[config.mk]
export PLATFORM = sky130hd
export DESIGN_NAME = y86_execute_stage_top
export DESIGN_NICKNAME = d
export VERILOG_FILES = /design/src/y86x_pkg.sv /design/src/y86x_alu.sv /design/src/y86x_cond.sv /design/src/y86_execute_stage_top.sv
export SDC_FILE = /design/constraint.sdc
export NUM_CORES = 1
export LEC_CHECK = 0
export ABC_AREA = 1
export BUFFER_PORTS_ARGS = -buffer_cell sky130_fd_sc_hd__buf_2
export CAP_MARGIN = 10
export CORE_UTILIZATION = 45
export DETAILED_ROUTE_END_ITERATION = 10
export HOLD_SLACK_MARGIN = 0.02
export PLACE_DENSITY_LB_ADDON = 0.05
export REMOVE_ABC_BUFFERS = 1
export SYNTH_ARGS = -nofsm -noshare
export SYNTH_HDL_FRONTEND = slang
export SYNTH_SLANG_ARGS = --single-unit
[constraint.sdc]
create_clock -name clock -period 8 [get_ports clock]
set_clock_uncertainty 0.1 [all_clocks]
set_input_delay 1.6 -clock clock [delete_from_list [all_inputs] [get_ports clock]]
set_output_delay 1.6 -clock clock [all_outputs]
set_load 0.02 [all_outputs]
[src/y86x_pkg.sv]
// Shared types, encodings and helper functions for the Y86-64 execute stage.
// Used by y86x_alu, y86x_cond and y86_execute_stage_top; depends on nothing.
package y86x_pkg;

   localparam int WORD_BITS = 64;

   typedef logic [WORD_BITS-1:0] word_type;
   typedef logic [3:0]           icode_type;
   typedef logic [3:0]           ifun_type;
   typedef logic [2:0]           stat_type;
   typedef logic [3:0]           reg_id_type;

   // Instruction codes.
   localparam icode_type ICODE_HALT   = 4'd0;
   localparam icode_type ICODE_NOP    = 4'd1;
   localparam icode_type ICODE_RRMOV  = 4'd2;
   localparam icode_type ICODE_IRMOV  = 4'd3;
   localparam icode_type ICODE_RMMOV  = 4'd4;
   localparam icode_type ICODE_MRMOV  = 4'd5;
   localparam icode_type ICODE_OP     = 4'd6;
   localparam icode_type ICODE_JXX    = 4'd7;
   localparam icode_type ICODE_CALL   = 4'd8;
   localparam icode_type ICODE_RET    = 4'd9;
   localparam icode_type ICODE_PUSH   = 4'd10;
   localparam icode_type ICODE_POP    = 4'd11;

   // ALU functions.
   localparam ifun_type ALU_ADD = 4'd0;
   localparam ifun_type ALU_SUB = 4'd1;
   localparam ifun_type ALU_AND = 4'd2;
   localparam ifun_type ALU_XOR = 4'd3;

   // Jump and move conditions.
   localparam ifun_type COND_ALWAYS = 4'd0;
   localparam ifun_type COND_LE     = 4'd1;
   localparam ifun_type COND_L      = 4'd2;
   localparam ifun_type COND_E      = 4'd3;
   localparam ifun_type COND_NE     = 4'd4;
   localparam ifun_type COND_GE     = 4'd5;
   localparam ifun_type COND_G      = 4'd6;

   // Status codes.
   localparam stat_type STAT_AOK = 3'd1;
   localparam stat_type STAT_HLT = 3'd2;
   localparam stat_type STAT_ADR = 3'd3;
   localparam stat_type STAT_INS = 3'd4;

   localparam reg_id_type REG_NONE = 4'hF;

   // Stack pointer adjustments.
   localparam word_type STACK_DOWN = ~word_type'(7);
   localparam word_type STACK_UP   = word_type'(8);

   typedef struct packed {
      logic of_flag;
      logic sf_flag;
      logic zf_flag;
   } flags_type;

   localparam flags_type FLAGS_RESET = '{of_flag: 1'b0, sf_flag: 1'b0, zf_flag: 1'b1};

   typedef struct packed {
      word_type  val_e;
      logic      set_cc;
      flags_type flags;
   } alu_out_type;

   function automatic logic is_exception(input stat_type s);
      return (s == STAT_HLT) || (s == STAT_ADR) || (s == STAT_INS);
   endfunction

endpackage

[src/y86x_alu.sv]
// Operand selection, ALU and new condition flags of the execute stage.
// Depends on y86x_pkg.
module y86x_alu (
   input  y86x_pkg::icode_type   icode,
   input  y86x_pkg::ifun_type    ifun,
   input  y86x_pkg::word_type    val_a,
   input  y86x_pkg::word_type    val_b,
   input  y86x_pkg::word_type    val_c,
   output y86x_pkg::alu_out_type alu_out
);
   import y86x_pkg::*;

   word_type alu_a;
   word_type alu_b;
   word_type result;
   ifun_type fun;
   logic     fun_ok;
   logic     ovf;
   logic     sign_a;
   logic     sign_b;
   logic     sign_e;

   always_comb begin
      unique case (icode)
         ICODE_RRMOV, ICODE_OP:                  alu_a = val_a;
         ICODE_IRMOV, ICODE_RMMOV, ICODE_MRMOV:  alu_a = val_c;
         ICODE_CALL, ICODE_PUSH:                 alu_a = STACK_DOWN;
         ICODE_RET, ICODE_POP:                   alu_a = STACK_UP;
         default:                                alu_a = '0;
      endcase
   end

   always_comb begin
      unique case (icode)
         ICODE_RMMOV, ICODE_MRMOV, ICODE_OP, ICODE_CALL,
         ICODE_RET, ICODE_PUSH, ICODE_POP:       alu_b = val_b;
         default:                                alu_b = '0;
      endcase
   end

   // Everything except an OPq instruction uses the adder.
   assign fun = (icode == ICODE_OP) ? ifun : ALU_ADD;

   always_comb begin
      fun_ok = 1'b1;
      unique case (fun)
         ALU_ADD: result = alu_a + alu_b;
         ALU_SUB: result = alu_b - alu_a;
         ALU_AND: result = alu_a & alu_b;
         ALU_XOR: result = alu_a ^ alu_b;
         default: begin
            result = '0;
            fun_ok = 1'b0;
         end
      endcase
   end

   assign sign_a = alu_a[WORD_BITS-1];
   assign sign_b = alu_b[WORD_BITS-1];
   assign sign_e = result[WORD_BITS-1];

   always_comb begin
      unique case (fun)
         ALU_ADD: ovf = (sign_a == sign_b) && (sign_e != sign_a);
         ALU_SUB: ovf = (sign_b != sign_a) && (sign_e != sign_b);
         default: ovf = 1'b0;
      endcase
   end

   assign alu_out.val_e         = result;
   assign alu_out.set_cc        = (icode == ICODE_OP) && fun_ok;
   assign alu_out.flags.of_flag = ovf;
   assign alu_out.flags.sf_flag = sign_e;
   assign alu_out.flags.zf_flag = (result == '0);

endmodule

[src/y86x_cond.sv]
// Jump and conditional move condition evaluation from the kept flags.
// Depends on y86x_pkg.
module y86x_cond (
   input  y86x_pkg::icode_type icode,
   input  y86x_pkg::ifun_type  ifun,
   input  y86x_pkg::flags_type flags,
   output logic                cnd
);
   import y86x_pkg::*;

   logic lt;
   logic raw;

   assign lt = flags.sf_flag ^ flags.of_flag;

   always_comb begin
      unique case (ifun)
         COND_ALWAYS: raw = 1'b1;
         COND_LE:     raw = lt | flags.zf_flag;
         COND_L:      raw = lt;
         COND_E:      raw = flags.zf_flag;
         COND_NE:     raw = ~flags.zf_flag;
         COND_GE:     raw = ~lt;
         COND_G:      raw = ~lt & ~flags.zf_flag;
         default:     raw = 1'b0;
      endcase
   end

   assign cnd = raw && ((icode == ICODE_RRMOV) || (icode == ICODE_JXX));

endmodule

[src/y86_execute_stage_top.sv]
// Y86-64 execute stage: input register, one pass of ALU and condition logic, result register.
// An accepted item moves from the input register into the result register and is offered from there;
// one item can be accepted per cycle while the output is not stalled.
// The condition flags update as an OPq item moves into the result register, unless a later stage holds an exception.
// Synchronous active-high reset empties both registers and sets the flags to ZF=1, SF=0, OF=0.
// Depends on y86x_pkg, y86x_alu and y86x_cond.
module y86_execute_stage_top (
   input  logic        clock,
   input  logic        reset,
   input  logic        req_valid,
   output logic        req_stall,
   input  logic [3:0]  req_command,
   input  logic [3:0]  req_function_code,
   input  logic [2:0]  req_status_in,
   input  logic [63:0] req_constant_value,
   input  logic [63:0] req_operand_a,
   input  logic [63:0] req_operand_b,
   input  logic [3:0]  req_dest_e_in,
   input  logic [3:0]  req_dest_m_in,
   input  logic [2:0]  req_memory_status,
   input  logic [2:0]  req_writeback_status,
   output logic        rsp_valid,
   input  logic        rsp_stall,
   output logic [2:0]  rsp_status_out,
   output logic [3:0]  rsp_command_out,
   output logic        rsp_condition_met,
   output logic [63:0] rsp_alu_result,
   output logic [63:0] rsp_operand_a_out,
   output logic [3:0]  rsp_dest_e_out,
   output logic [3:0]  rsp_dest_m_out,
   output logic        rsp_bubble
);
   import y86x_pkg::*;

   // Input register.
   logic       s1_valid_ff;
   icode_type  icode_ff;
   ifun_type   ifun_ff;
   stat_type   stat_ff;
   word_type   val_c_ff;
   word_type   val_a_ff;
   word_type   val_b_ff;
   reg_id_type dst_e_ff;
   reg_id_type dst_m_ff;
   logic       halt_later_ff;

   flags_type  flags_ff;
   flags_type  flags_in;

   // Result register.
   logic       rsp_valid_ff;
   stat_type   out_stat_ff;
   icode_type  out_icode_ff;
   logic       out_cnd_ff;
   word_type   out_val_e_ff;
   word_type   out_val_a_ff;
   reg_id_type out_dst_e_ff;
   reg_id_type out_dst_m_ff;
   logic       out_bubble_ff;

   alu_out_type alu_out;
   logic        cnd;
   logic        s2_adv;
   logic        s1_load;
   logic        s1_move;
   logic        flag_we;
   reg_id_type  dst_e_sel;

   assign s2_adv    = !rsp_valid_ff || !rsp_stall;
   assign req_stall = s1_valid_ff && !s2_adv;
   assign s1_load   = req_valid && !req_stall;
   assign s1_move   = s1_valid_ff && s2_adv;

   always_ff @(posedge clock) begin
      if (reset) begin
         s1_valid_ff <= 1'b0;
      end else if (s1_load || s2_adv) begin
         s1_valid_ff <= s1_load;
      end
   end

   always_ff @(posedge clock) begin
      if (s1_load) begin
         icode_ff      <= req_command;
         ifun_ff       <= req_function_code;
         stat_ff       <= req_status_in;
         val_c_ff      <= req_constant_value[WORD_BITS-1:0];
         val_a_ff      <= req_operand_a[WORD_BITS-1:0];
         val_b_ff      <= req_operand_b[WORD_BITS-1:0];
         dst_e_ff      <= req_dest_e_in;
         dst_m_ff      <= req_dest_m_in;
         halt_later_ff <= is_exception(req_memory_status) ||
                          is_exception(req_writeback_status);
      end
   end

   y86x_alu u_alu (
      .icode   (icode_ff),
      .ifun    (ifun_ff),
      .val_a   (val_a_ff),
      .val_b   (val_b_ff),
      .val_c   (val_c_ff),
      .alu_out (alu_out)
   );

   y86x_cond u_cond (
      .icode (icode_ff),
      .ifun  (ifun_ff),
      .flags (flags_ff),
      .cnd   (cnd)
   );

   // Flags are not touched while a later stage holds an exception.
   assign flag_we  = s1_move && alu_out.set_cc && !halt_later_ff;
   assign flags_in = flag_we ? alu_out.flags : flags_ff;

   always_ff @(posedge clock) begin
      if (reset) begin
         flags_ff <= FLAGS_RESET;
      end else begin
         flags_ff <= flags_in;
      end
   end

   assign dst_e_sel = ((icode_ff == ICODE_RRMOV) && !cnd) ? REG_NONE : dst_e_ff;

   always_ff @(posedge clock) begin
      if (reset) begin
         rsp_valid_ff <= 1'b0;
      end else if (s2_adv) begin
         rsp_valid_ff <= s1_valid_ff;
      end
   end

   always_ff @(posedge clock) begin
      if (s1_move) begin
         if (halt_later_ff) begin
            out_stat_ff   <= STAT_AOK;
            out_icode_ff  <= ICODE_NOP;
            out_cnd_ff    <= 1'b0;
            out_val_e_ff  <= '0;
            out_val_a_ff  <= '0;
            out_dst_e_ff  <= REG_NONE;
            out_dst_m_ff  <= REG_NONE;
            out_bubble_ff <= 1'b1;
         end else begin
            out_stat_ff   <= stat_ff;
            out_icode_ff  <= icode_ff;
            out_cnd_ff    <= cnd;
            out_val_e_ff  <= alu_out.val_e;
            out_val_a_ff  <= val_a_ff;
            out_dst_e_ff  <= dst_e_sel;
            out_dst_m_ff  <= dst_m_ff;
            out_bubble_ff <= 1'b0;
         end
      end
   end

   assign rsp_valid         = rsp_valid_ff;
   assign rsp_status_out    = out_stat_ff;
   assign rsp_command_out   = out_icode_ff;
   assign rsp_condition_met = out_cnd_ff;
   assign rsp_alu_result    = 64'(out_val_e_ff);
   assign rsp_operand_a_out = 64'(out_val_a_ff);
   assign rsp_dest_e_out    = out_dst_e_ff;
   assign rsp_dest_m_out    = out_dst_m_ff;
   assign rsp_bubble        = out_bubble_ff;

   a_stall_needs_item : assert property (@(posedge clock) disable iff (reset)
      req_stall |-> s1_valid_ff)
      else $error("input stalled with an empty input register");

   a_flags_only_on_op : assert property (@(posedge clock) disable iff (reset)
      ($past(!reset) && !$stable(flags_ff)) |-> $past(flag_we))
      else $error("condition flags changed without an OPq item");

   a_bubble_shape : assert property (@(posedge clock) disable iff (reset)
      (rsp_valid && rsp_bubble) |->
         (rsp_command_out == ICODE_NOP) && (rsp_dest_e_out == REG_NONE) &&
         (rsp_dest_m_out == REG_NONE) && !rsp_condition_met)
      else $error("bubbled result is not a nop");

   a_cmov_cancel : assert property (@(posedge clock) disable iff (reset)
      (rsp_valid && !rsp_bubble && (rsp_command_out == ICODE_RRMOV) &&
       !rsp_condition_met) |-> (rsp_dest_e_out == REG_NONE))
      else $error("failed conditional move kept its destination");

   a_cond_source : assert property (@(posedge clock) disable iff (reset)
      (rsp_valid && rsp_condition_met) |->
         ((rsp_command_out == ICODE_RRMOV) || (rsp_command_out == ICODE_JXX)))
      else $error("condition set for an item that is neither jump nor move");

endmodule
==> flow_summary_export.csv <==
group,metric,value,unit
worst_setup_path,cp_num_buf_inv,7,
logic_synthesis,synth_common_cells,"nand2_1, inv_1, nor2_1, edfxtp_1, a21oi_1",
worst_setup_path,cp_slowest_cell,"edfxtp_1",
worst_setup_path,crit_family,"simple AND/OR/NAND/NOR gates",
clock_tree,cts_buffers,39,
detailed_routing,drc,0,
logic_synthesis,yosysSeqAreaShare,0.472,
detailed_routing,vias,20600,
logic_synthesis,ys_ff_latch,362,
worst_setup_path,critPathRequiredTime,8.40,ns
clock_tree,ctsResizeCount,0,
place,portBuffers,367,
worst_setup_path,worstReg2RegEnd,"flags_ff[0]",
worst_hold_path,hold_depth,2,
place,gp_congestion,0.979,
detailed_routing,postRouteAntennaNets,0,
worst_setup_path,setup.worst_path.end_class,"flop",
logic_synthesis,async_flop_share,0,
worst_setup_path,path_class,"reg -> reg",
sta,setup-violations-final,0,
sta,fin_crit_sh,0.826,
logic_synthesis,yosys.area.top_type,"edfxtp_1",
layout,fin_util,0.533,
die,core,0.0503,sq mm
layout,drive_above_1_share,0.159,
logic_synthesis,syn_avg_cell_area,8.11,sq um
power,power.internal,3.69,mW
grt,grt_pass1_wl,119000,um
grt,grt_pass1_vias,19600,
worst_setup_path,r2r_start,"icode_ff[0]",
worst_hold_path,hold_start,"s1_valid_ff",
grt,use_met1,0.459,
detailed_routing,first_iter_violations,2070,
worst_setup_path,path_max_fanout,64,
worst_setup_path,critPathMaxStageDelay,0.49,ns
worst_setup_path,cp-start-kind,"flop",
power,p_sw_frac,0.312,
layout,final_area,0.0268,sq mm
grt,antenna_found_initial,13,
grt,gr-total-overflow,0,
die,dieArea,0.0519,sq mm
layout,final_nets,3535,
die,initial_core_util,0.456,
detailed_routing,dr.pass1.iters,5,
layout,multi_input_area,0.00993,sq mm
logic_synthesis,ys_types,53,
die,dieWidth,228,um
clock_tree,tritoncts,"yes",
logic_synthesis,ys.flop_type,"edfxtp_1",
layout,final.fill_count,4981,
logic_synthesis,netlist_instances,2828,
layout,ff_latch_area,0.0108,sq mm
power,clkPwrFrac,0.350,
worst_hold_path,min_to,"rsp_valid",
clock_tree,root_buffer,"clkbuf_16",
sta,rsz0062_at_grt,"no",
logic_synthesis,synth-edff-count,357,
place,place_area,0.0255,sq mm
sta,relSlewSlack,0.333,
worst_setup_path,crit_arrival,7.02,ns
logic_synthesis,syn_area,0.0229,sq mm
place,dp_slack,1.58,ns
die,num_rows,82,
sta,fmaxAchievable,151,MHz
die,die_h,228,um
power,powerDensity,200,mW/mm^2
sta,hold_viol,0,
clock_tree,cts_hold_buffers,0,
logic_synthesis,yosysWarnings,0,
clock_tree,clockBufferDepth,3,
clock_tree,post_cts_buffers,0,
clock_tree,clk_pin_slew,0.06,ns
sta,fin_ws,1.39,ns
worst_hold_path,hold_class,"reg -> reg",
detailed_routing,wl_per_cell,20.7,um
sta,tns,0,ns
logic_synthesis,yosysMostFrequentCell,"nand2_1",
grt,gr-usage-met3,0.0736,
logic_synthesis,synthDominantCellAreaShare,0.467,
sta,finalMaxSlewViolations,0,
clock_tree,htree_levels,2,
grt,grt_max_degree,142,
power,pwr-share-seq,0.422,
clock_tree,insertion_delay,0.57,ns
place,dp_hpwl,64000,um
clock_tree,clock-sinks,362,
grt,track_usage,0.306,
detailed_routing,avgViaCountPerCell,5.29,
layout,synthToLayoutAreaGrowth,16.8,%
worst_setup_path,r2r_slack,1.39,ns
sta,tightest_slew,0.996,ns
power,p_sw,1.68,mW
worst_setup_path,r2r_cells,37,
die,num_io_pins,368,
power,p_leak,13.0,nW
grt,grt_busiest_layer,"met1",
logic_synthesis,synthTopCellsByArea,"edfxtp_1, nand2_1, inv_1",
power,combPwrFrac,0.228,
detailed_routing,wirelength,80700,um
run_status,run_status,"completed",
run,drv_cap,0,
grt,gr-usage-met2,0.440,
power,peakVddDrop,0.199,mV
sta,finalCriticalPeriod,6.61,ns
==> layout make-up <==
type,count,share of cell area
Timing Repair Buffer,382,0.0732
Inverter,504,0.0711
Antenna cell,4,0.000373
Multi-Input combinational cell,1899,0.370
Clock inverter,25,0.0124
Tap cell,672,0.0314
Sequential cell,362,0.404
Clock buffer,46,0.0374
==> routing by layer <==
metal	routed length, um	part of all wire
met3	7960	0.099
met5	94	0.0012
met1	37500	0.46
met4	1680	0.021
met2	33500	0.41
==> cells in the final DEF, fill, tap and decap left out, drive strengths merged, types with 46 or more instances in the layout <==
cell    netlist  layout
clkbuf       32      46
a21oi       180     180
nand3       147     147
buf          31     382
inv         503     504
o21ai        79      79
nor2        432     432
edfxtp      357     357
nand2       683     683
ha          125     125
==> cells by family after synthesis <==
| family | Yosys count | synth area share |
|---|---|---|
| AND/OR/NAND/NOR | 1347 | 0.246 |
| buffers and inverters | 567 | 0.0965 |
| AO/OA/AOI/OAI | 362 | 0.0928 |
| flip-flops | 362 | 0.472 |
| adder cells (fa/ha/maj) | 126 | 0.0690 |
| XOR/XNOR | 64 | 0.0244 |
==> through the flow <==
stage	hold WS [ns]	cells	total power, mW
detailed placement	0.374	3819	3.50
global route	0.415	3894	5.59
CTS	0.384	3890	5.38
global placement	0.356	3819	3.49
floorplan	0.345	2765	3.07
finish	0.380	3894	5.37
==> state kept, by name (all words and copies together) (netlist names) <==
name	flops
rsp_dest_e_out	4
dst_m_ff	4
ifun_ff	4
rsp_condition_met	1
dst_e_ff	4
halt_later_ff	1
flags_ff	3
val_c_ff	64
rsp_command_out	4
rsp_dest_m_out	4
rsp_valid	1
icode_ff	4
val_a_ff	64
rsp_operand_a_out	64
rsp_bubble	1
val_b_ff	64
stat_ff	3
rsp_alu_result	64
s1_valid_ff	1
rsp_status_out	3
==> how the worst max path moves through the flow <==
stage / slack (ns) / startpoint / to / depth (start not counted)
final: 1.39 / icode_ff[0] / flags_ff[0] / 37
after global routing: 0.86 / icode_ff[0] / flags_ff[0] / 37
after CTS: 1.56 / icode_ff[0] / flags_ff[0] / 34
after detailed placement: 1.58 / icode_ff[0] / flags_ff[0] / 34
after global placement: 1.61 / icode_ff[0] / flags_ff[0] / 33
after floorplan: 1.30 / rsp_stall / dst_e_ff[0] / 5
==> power groups by stage <==
stage | sequential [mW] | combinational (mW) | clock [mW]
6_report | 2.27 | 1.22 | 1.88
5_1_grt | 2.27 | 1.34 | 1.98
4_1_cts | 2.27 | 1.20 | 1.91
2_1_floorplan | 2.38 | 0.691 | 0
3_5_place_dp | 2.30 | 1.19 | 0
3_3_place_gp | 2.30 | 1.19 | 0
==> tightest hold or removal path, delay by kind of cell, from the launching register on <==
| family | cells | cell delay (ns) |
|---|---|---|
| buffers and inverters | 1 | 0.07 |
| DFF | 1 | 0.31 |
| AOI/OAI and AO/OA | 1 | 0.06 |
(Power assumes the default switching activity.)
